$ cat src/design/srli_pkg.sv
// ----------------------------------------------------------------------------
// srli_pkg
// Shared types and constants for the sorted record list insert block.
// ----------------------------------------------------------------------------
package srli_pkg;

    // default list capacity in records
    localparam int SRLI_CAPACITY = 64;

    // insert modes; any other code means insert in key order
    localparam logic [1:0] MODE_FRONT = 2'd0;
    localparam logic [1:0] MODE_END   = 2'd1;

    // fixed result field widths
    localparam int POS_W     = 6;
    localparam int CNT_OUT_W = 7;

    // result status codes
    localparam logic ST_INSERTED = 1'b0;
    localparam logic ST_REJECTED = 1'b1;

    // input word
    typedef struct packed {
        logic [1:0]  mode;
        logic [31:0] record_key;
        logic [63:0] name_word0;
        logic [63:0] name_word1;
        logic [63:0] name_word2;
        logic [47:0] name_word3;
        logic [31:0] grade_one;
        logic [31:0] grade_two;
        logic [31:0] grade_three;
    } t_in_word;

    // result word
    typedef struct packed {
        logic                 status;
        logic [POS_W-1:0]     position;
        logic [CNT_OUT_W-1:0] entry_count;
        logic                 is_full;
        logic                 is_empty;
    } t_out_word;

    // one stored record, key on top
    typedef struct packed {
        logic [31:0] key;
        logic [63:0] name0;
        logic [63:0] name1;
        logic [63:0] name2;
        logic [47:0] name3;
        logic [31:0] grade1;
        logic [31:0] grade2;
        logic [31:0] grade3;
    } t_record;

    // controller to datapath commands
    typedef struct packed {
        logic load;
        logic scan_next;
        logic scan_stop;
        logic shift_read;
        logic shift_write;
        logic write_new;
        logic emit;
    } t_cmd;

    // datapath to controller status
    typedef struct packed {
        logic full;
        logic in_ordered;
        logic scan_stop;
        logic shift_done;
        logic out_free;
    } t_stat;

endpackage

$ cat src/design/srli_ctrl.sv
// ----------------------------------------------------------------------------
// srli_ctrl
// Sequencer for one insert: key scan, entry shift, record write, result.
// ----------------------------------------------------------------------------
module srli_ctrl import srli_pkg::*; (
    input  logic  i_clk,
    input  logic  i_rst_n,
    input  logic  i_in_valid,
    input  t_stat i_stat,
    output logic  o_in_ready,
    output t_cmd  o_cmd
);
    localparam logic [2:0] S_IDLE     = 3'd0;
    localparam logic [2:0] S_SCAN     = 3'd1;
    localparam logic [2:0] S_SHIFT_RD = 3'd2;
    localparam logic [2:0] S_SHIFT_WR = 3'd3;
    localparam logic [2:0] S_WRITE    = 3'd4;
    localparam logic [2:0] S_FINISH   = 3'd5;

    logic [2:0] r_state;
    logic [2:0] n_state;

    // take a word only while idle and out of reset
    assign o_in_ready = (r_state == S_IDLE) && i_rst_n;

    // next state and commands
    always_comb begin
        n_state = r_state;
        o_cmd   = '0;
        unique case (r_state)
            S_IDLE: begin
                if (i_in_valid && i_rst_n) begin
                    o_cmd.load = 1'b1;
                    if (i_stat.full) begin
                        n_state = S_FINISH;
                    end else if (i_stat.in_ordered) begin
                        n_state = S_SCAN;
                    end else begin
                        n_state = S_SHIFT_RD;
                    end
                end
            end
            S_SCAN: begin
                if (i_stat.scan_stop) begin
                    o_cmd.scan_stop = 1'b1;
                    n_state         = S_SHIFT_RD;
                end else begin
                    o_cmd.scan_next = 1'b1;
                end
            end
            S_SHIFT_RD: begin
                if (i_stat.shift_done) begin
                    n_state = S_WRITE;
                end else begin
                    o_cmd.shift_read = 1'b1;
                    n_state          = S_SHIFT_WR;
                end
            end
            S_SHIFT_WR: begin
                o_cmd.shift_write = 1'b1;
                n_state           = S_SHIFT_RD;
            end
            S_WRITE: begin
                o_cmd.write_new = 1'b1;
                n_state         = S_FINISH;
            end
            S_FINISH: begin
                if (i_stat.out_free) begin
                    o_cmd.emit = 1'b1;
                    n_state    = S_IDLE;
                end
            end
            default: begin
                n_state = S_IDLE;
            end
        endcase
    end

    always_ff @(posedge i_clk) begin
        if (!i_rst_n) begin
            r_state <= S_IDLE;
        end else begin
            r_state <= n_state;
        end
    end
endmodule

$ cat config.mk
export PLATFORM = sky130hd
export DESIGN_NAME = srli_ctrl
export DESIGN_NICKNAME = d
export VERILOG_FILES = /design/src/design/srli_pkg.sv /design/src/design/srli_ctrl.sv
export SDC_FILE = /design/constraint.sdc
export NUM_CORES = 1
export LEC_CHECK = 0
export BUFFER_PORTS_ARGS = -buffer_cell sky130_fd_sc_hd__buf_2
export CAP_MARGIN = 20
export CORE_AREA = 4 4 41 43
export CTS_CLUSTER_SIZE = 12
export DETAILED_ROUTE_END_ITERATION = 8
export DIE_AREA = 0 0 45 47
export SLEW_MARGIN = 5
export SYNTH_ARGS = -nofsm -noshare
export SYNTH_HDL_FRONTEND = slang
export SYNTH_SLANG_ARGS = --single-unit
$ cat constraint.sdc
create_clock -name i_clk -period 1.8 [get_ports i_clk]
set_input_delay 0.36 -clock i_clk [delete_from_list [all_inputs] [get_ports i_clk]]
set_output_delay 0.36 -clock i_clk [all_outputs]
set_load 0.03 [all_outputs]
======== Word level (Yosys, flattened, before mapping) ========
Cells that the tools add are included.
storage, ports and cells
  bits in registers ....................... 3
  bits in latches ......................... 0
  bits in writable memories ............... 0
  bits in read-only memories .............. 0
  input port bits ......................... 8
  output and inout port bits .............. 8
  memories kept ........................... 0
cells by class
  add/subtract/negate cells ............... 0
  $mul .................................... 0
  divide/modulo/power cells ............... 0
  magnitude comparators ................... 0
  equal/unequal tests ..................... 8
  shifts and indexed selects .............. 0
  muxes and demuxes ....................... 18
  bitwise gates (word level) .............. 0
  reduce and logical (&&, ||, !) cells .... 4
operators by type and width
  operator                                        count
  one-hot mux 3 bit (6 select lines)              1
  two-way mux 3 bit                               5
  two-way mux 1 bit                               10
  == test 3 x 2 -> 1 bit (second input constant)  2
  == test 3 bit (second input constant)           2
  two-way mux 2 bit                               2
  != test 2 bit (second input constant)           2
  == test 3 x 1 -> 1 bit (second input constant)  1
  zero test 3 bit                                 1
  AND reduction 3 bit                             1
  logical AND 1 bit                               2
  != test 2 x 1 -> 1 bit (second input constant)  1

======== Longest topological paths before layout ========
Gate-level depths: netlist (run 1).
  word-level depth ........................ 4
  gate-level depth with buffers ........... 5

======== Least setup slack after synthesis (run 1) ========
OpenSTA, ideal clock, no wires.
  path kind ............................... reg2out
  start ................................... reg r_state[2]
  end ..................................... out o_cmd[3] (netlist name)
  data arrival time ....................... 1559 ps
  path slack .............................. -119 ps
  stages on the path, launching flop included .. 3
  path buffers ............................ 1
  cell sequence ........................... dfxtp_1 buf_4 nor4b_1
RTL lines
  item                      line             source
  start: declaration        srli_ctrl.sv:20  logic [2:0] r_state;
  start signal: assignment  srli_ctrl.sv:83  r_state <= n_state;
  end: declaration          srli_ctrl.sv:11  output t_cmd o_cmd

==> qor.yml, run 1 <==
setup_path:
  crit_path_end: "o_cmd[0]"
  critPathLaunch: "r_state[1]"
  rrSetupSlack_ns: 0.69
  worstReg2RegStart: "r_state[2]"
  critPathRequiredTime_ns: 1.44
  ff2ff_path_depth: 4
  crit_type: "register to primary output"
  worstPathArrival_ns: 1.26
  cp_max_fo: 13
  worst_setup_path_start_kind: "register"
  end_kind: "primary output"
  r2r_end: "r_state[2]"
global_route:
  grt_max_degree: 14
  grt_overflow: 0
  track_usage_pct: 7.10
  antenna_found_initial: 0
  grt_pass1_vias: 269
  grt_pass1_wl_um: 1070
min_path:
  holdCritPathClass: "input port to register"
  holdPathStages: 2
route:
  via_per_inst: 4.61
  dr.first_iter.drc_count: 1
  ant_nets: 0
  drt-total-wl_um: 650
  drc_errors: 0
  firstDrtPassIters: 3
  wl_per_cell_um: 9.85
  route.vias.total: 304
die:
  die_y_um: 47
  start_util_pct: 22.4
  coreArea_um2: 1300
  die_w_um: 45
  rows: 13
  ios: 16
  die_area_um2: 2120
clock_network:
  cts_sinks: 3
  clk_pin_slew_ns: 0.04
  cts_tree: "yes"
  clock_path_buffers: 2
  cts_root_buf: "clkbuf_4"
  hold_buffers: 0
  clkLatencyLatePin_ns: 0.23
  cts_buffers: 3
  h-tree-depth: 1
yosys:
  syn-instance-count: 35
  synth-edff-count: 0
  ys_seq_area_share_pct: 20.6
  synth_flop_cell: "dfxtp_1"
  yosysUniqueCellTypes: 25
  synth_warnings: 0
  yosys.area.top_type: "dfxtp_1"
  async_flop_share_pct: 0
  ys_top_cells_by_area: "dfxtp_1 (21%), nor4b_4 (8.2%), a21boi_1 (5.2%)"
  syn_area_um2: 292
  synth-seq-cells: 3
  synth.net_count: 43
  synth_common_cells: "dfxtp_1 (3), nor2_1 (3)"
  syn_avg_cell_area_um2: 8.33
  synth_top_area_share_pct: 20.6
power_and_ir_drop:
  swShare_pct: 39.6
  finalPower_mw: 0.366
  comb_power_share_pct: 36.3
  p_leak_nw: 0.198
  netSwitchingPower_mw: 0.145
  clkPwrFrac_pct: 32.7
  power_frac_seq_pct: 31.0
  ir_drop_v: 0.000319
  powerDensity_nw_per_um2: 923
  p_int_mw: 0.221
sta:
  timing.final.ws_setup_ns: 0.183
  drv_slew: 0
  setup_viol: 0
  tightestPinTransition_ns: 0.424
  fin_tns_setup_ns: 0
  max_freq_mhz: 618
  relSlewSlack_pct: 71.7
  fin_crit_ns: 1.62
  rsz0062_at_grt: "false"
  hold_violations: 0
  finalCritPeriodShare_pct: 89.8
  fin_skew_ns: 0.00267
layout:
  top_regs: "r_state (3)"
  top_register: "r_state"
  final_area_um2: 397
  num_antenna_cells: 0
  fillers: 145
  area_growth_pct: 36.1
  largest_reg_flops: 3
  drive_gt1_share_pct: 45.1
  post-route-util_pct: 30.5
  nets: 60
place:
  gp_congestion: 0.742
  dpl-instance-area_um2: 368
  preCtsSetupSlack_ns: 0.297
  port_buffers: 15
  hpwlAfterDp_um: 511
status:
  status: "finished clean"
flow_run:
  cap_violations: 0
[final cells by class]
cell class / count / area, um2 / area share, %
multi-input cells: 27 / 206 / 52.1
inverters: 2 / 7.51 / 1.89
clock buffers: 4 / 26.3 / 6.62
flip-flops and latches: 3 / 62.6 / 15.8
well taps: 15 / 18.8 / 4.73
repair buffers: 15 / 75.1 / 18.9
[cell families (layout without fill, tap and decap cells)]
kind of cell | count (synthesis) | after routing | share of synthesized area (%)
buffers and inverters | 5 | 21 | 10.7
multiplexers | 1 | 1 | 3.43
AO/OA/AOI/OAI | 9 | 9 | 23.2
flip-flops | 3 | 3 | 20.6
AND/OR/NAND/NOR | 17 | 17 | 42.1
[power groups by stage]
stage	Sequential, mW	Clock (mW)	Combinational, mW
floorplan	0.0851	0	0.135
global placement	0.113	0	0.133
detailed placement	0.113	0	0.134
CTS	0.112	0.126	0.134
global route	0.117	0.126	0.147
finish	0.114	0.120	0.133
[how the worst min path moves through the flow]
stage	start	end	slack, ns
after floorplan	i_rst_n	r_state[2]	0.51
after global placement	i_rst_n	r_state[2]	0.66
after detailed placement	i_rst_n	r_state[0]	0.66
after CTS	i_rst_n	r_state[0]	0.41
after global routing	i_rst_n	r_state[2]	0.44
final	i_rst_n	r_state[0]	0.42
[per-layer routing]
layer	wire length, um	share of wire, %	GRT usage, %
met1	282	43	9.28
met2	283	44	9.32
met3	66	10	0.383
met4	17	2.6	8.77
met5	0	0	0
[metrics by stage]
stage	hold slack, ns	cells
CTS	0.412	66
floorplan	0.513	35
global route	0.439	66
finish	0.416	66
detailed placement	0.664	62
global placement	0.663	62
[repair_timing]
action / CTS / global route
buffers inserted: 0 / 0
hold endpoints to repair: 0 / 0
resized for setup: 0 / 2
setup endpoints to repair: 0 / 2
[worst max-delay path: stages (launching register included)]
cell and delay (ns):
dfxtp_2 0.45, and2b_1 0.23, and3_1 0.17, buf_2 0.17
[cells in the final DEF, fill, tap and decap left out, types with 2 or more instances in the layout]
| cell type | count |
|---|---|
| nand2_1 | 2 |
| buf_2 | 15 |
| dfxtp_2 | 2 |
| a21boi_1 | 2 |
| clkbuf_4 | 3 |
| o21ai_0 | 2 |
| inv_1 | 2 |
| nor2_1 | 3 |
| nand3b_1 | 2 |
| and3_1 | 2 |
Power figures use the tool's default switching activity.
==> run 2: changes to the inputs <==
RECOVER_POWER = 50   (was default)
==> run 2 against run 1 <==
Net effect:
- wire length fell by 0.62%
- sequential power is essentially flat
- sequential cell count unchanged
- critical path depth down 1
- sequential share of layout area is 0.30 points higher
- first-iteration DRC count grew 100%
- worst hold slack is essentially flat
- maximum frequency shrank 0.91%
- die area unchanged
- worst setup slack got worse by 0.015 ns
- final cell count unchanged
- non-clock buffer count unchanged
- critical endpoint is now o_cmd[3]
- largest cell class unchanged
==> qor.yml, run 2 (synthesized netlist as in run 1, its figures left out) <==
route:
  ant_nets: 0  # unchanged
  wl_per_cell_um: 9.79  # -0.62%
  dr.first_iter.drc_count: 2  # +1
  firstDrtPassIters: 4  # +1
  via_per_inst: 4.71  # +2.3%
  route.vias.total: 311  # +2.3%
  drc_errors: 0  # unchanged
  drt-total-wl_um: 646  # -0.62%
power_and_ir_drop:
  powerDensity_nw_per_um2: 925  # +0.25%
  ir_drop_v: 0.000309  # -3.4%
  p_leak_nw: 0.189  # -4.3%
  finalPower_mw: 0.360  # -1.6%
layout:
  final_common_cell: "buf_2"
  top_regs: "r_state (3)"
  fillers: 147  # +1.4%
  area_growth_pct: 33.5
  drive_gt1_share_pct: 39.2  # -5.9 points
  layout_common_cells: "buf_2 (13), nor2_1 (3), clkbuf_4 (3), clkbuf_1 (3)"
  nets: 60  # unchanged
  stdcell_count: 66  # unchanged
  largest_reg_flops: 3  # unchanged
  num_antenna_cells: 0  # unchanged
  top_register: "r_state"
clock_network:
  clk_pin_slew_ns: 0.04  # about the same
  cts_setup_buffers: 0  # unchanged
  clock_path_buffers: 2  # unchanged
  h-tree-depth: 1  # unchanged
  cts_buffers: 3  # unchanged
  cts_tree: "yes"
  clkLatencyLatePin_ns: 0.23  # about the same
  hold_buffers: 0  # unchanged
  cts_root_buf: "clkbuf_4"
  cts_sinks: 3  # unchanged
status:
  status: "finished clean"
sta:
  relSlewSlack_pct: 73.1  # +1.5 points
  finalCritPeriodShare_pct: 90.7  # +0.82 points
  hold_violations: 0  # unchanged
  tightestPinTransition_ns: 0.402  # -0.0219 ns
  rsz0062_at_grt: "false"
  fin_skew_ns: 0.00262  # -0.0000481 ns
  drv_slew: 0  # unchanged
  fin_tns_setup_ns: 0  # unchanged
  max_freq_mhz: 613  # -0.91%
  setup_viol: 0  # unchanged
  fin_crit_ns: 1.63  # +0.0148 ns
die:
  die_w_um: 45  # unchanged
  die_area_um2: 2120  # unchanged
  coreArea_um2: 1300  # unchanged
  ios: 16  # unchanged
  start_util_pct: 22.4  # unchanged
  rows: 13  # unchanged
  die_y_um: 47  # unchanged
global_route:
  grt_pass1_wl_um: 1070  # unchanged
  antenna_found_initial: 0  # unchanged
  grt_overflow: 0  # unchanged
  grt_pass1_vias: 269  # unchanged
  grt_max_degree: 14  # unchanged
  track_usage_pct: 7.10  # unchanged
setup_path:
  worstReg2RegStart: "r_state[2]"
  worst_setup_path_start_kind: "register"
  critPathRequiredTime_ns: 1.44  # about the same
  ff2ff_path_depth: 4  # unchanged
  crit_type: "register to primary output"
  cp_max_fo: 11  # -2
  rrSetupSlack_ns: 0.61  # -0.08 ns
  worstPathArrival_ns: 1.27  # about the same
  r2r_end: "r_state[2]"
  end_kind: "primary output"
flow_run:
  cap_violations: 0  # unchanged
place:
  hpwlAfterDp_um: 511  # unchanged
  gp_congestion: 0.742  # unchanged
  port_buffers: 15  # unchanged
  numPlacedInstances: 62  # unchanged
min_path:
  holdCritPathClass: "input port to register"
  holdPathEnd: "r_state[0]"
  min_from: "i_rst_n"
  holdPathStages: 2  # unchanged
## run 2: per-layer routing
layer / wire [um] / track usage (%) / share of wire [%]
met5: 0 / 0 / 0
met4: 17 / 8.77 / 2.6
met3: 66 / 0.383 / 10
met2: 280 / 9.32 / 43
met1: 281 / 9.28 / 43
## run 2: timing repair
item / CTS / global route
setup endpoints to repair: 0 / 2
gates resized for setup: 0 / 2
hold endpoints to repair: 0 / 0
## run 2: worst max-delay path by stage
stage | from | to | slack [ns] | cells past startpoint
final | r_state[0] | o_cmd[3] | 0.17 | 2
after global routing | r_state[0] | o_cmd[3] | 0.11 | 2
after floorplan | r_state[2] | o_cmd[6] | 0.08 | 3
after global placement | r_state[1] | o_cmd[0] | 0.32 | 3
after CTS | r_state[1] | o_cmd[0] | 0.04 | 3
after detailed placement | r_state[1] | o_cmd[0] | 0.30 | 3
## run 2: where the power goes
| group | switching, mW | internal [mW] | leakage [nW] | total (mW) |
|---|---|---|---|---|
| Combinational | 0.0724 | 0.0559 | 0.149 | 0.128 |
| Sequential | 0.0334 | 0.0787 | 0.0255 | 0.112 |
| Clock | 0.0363 | 0.0832 | 0.0150 | 0.119 |
| Total | 0.142 | 0.218 | 0.189 | 0.360 |
## run 2: through the flow
stage,setup slack (ns),utilization [%],hold WS [ns],area [um2]
floorplan,0.0820,-,0.513,298
global placement,0.317,28.3,0.663,368
detailed placement,0.297,28.3,0.664,368
CTS,0.0362,30.3,0.412,394
global route,0.114,29.9,0.439,389
finish,0.168,29.9,0.417,389
## run 2: worst max-delay path: stages, from the launching register on
cell      delay (ns)
dfxtp_1         0.42
nor4b_2         0.29
clkbuf_1        0.33
## run 2: area by class of cell
| type | count | area (um2) | area share [%] |
|---|---|---|---|
| well taps | 15 | 18.8 | 4.82 |
| clock buffers | 4 | 26.3 | 6.75 |
| repair buffers | 15 | 72.6 | 18.6 |
| inverters | 2 | 7.51 | 1.93 |
| multi-input cells | 27 | 201 | 51.8 |
| flip-flops and latches | 3 | 62.6 | 16.1 |
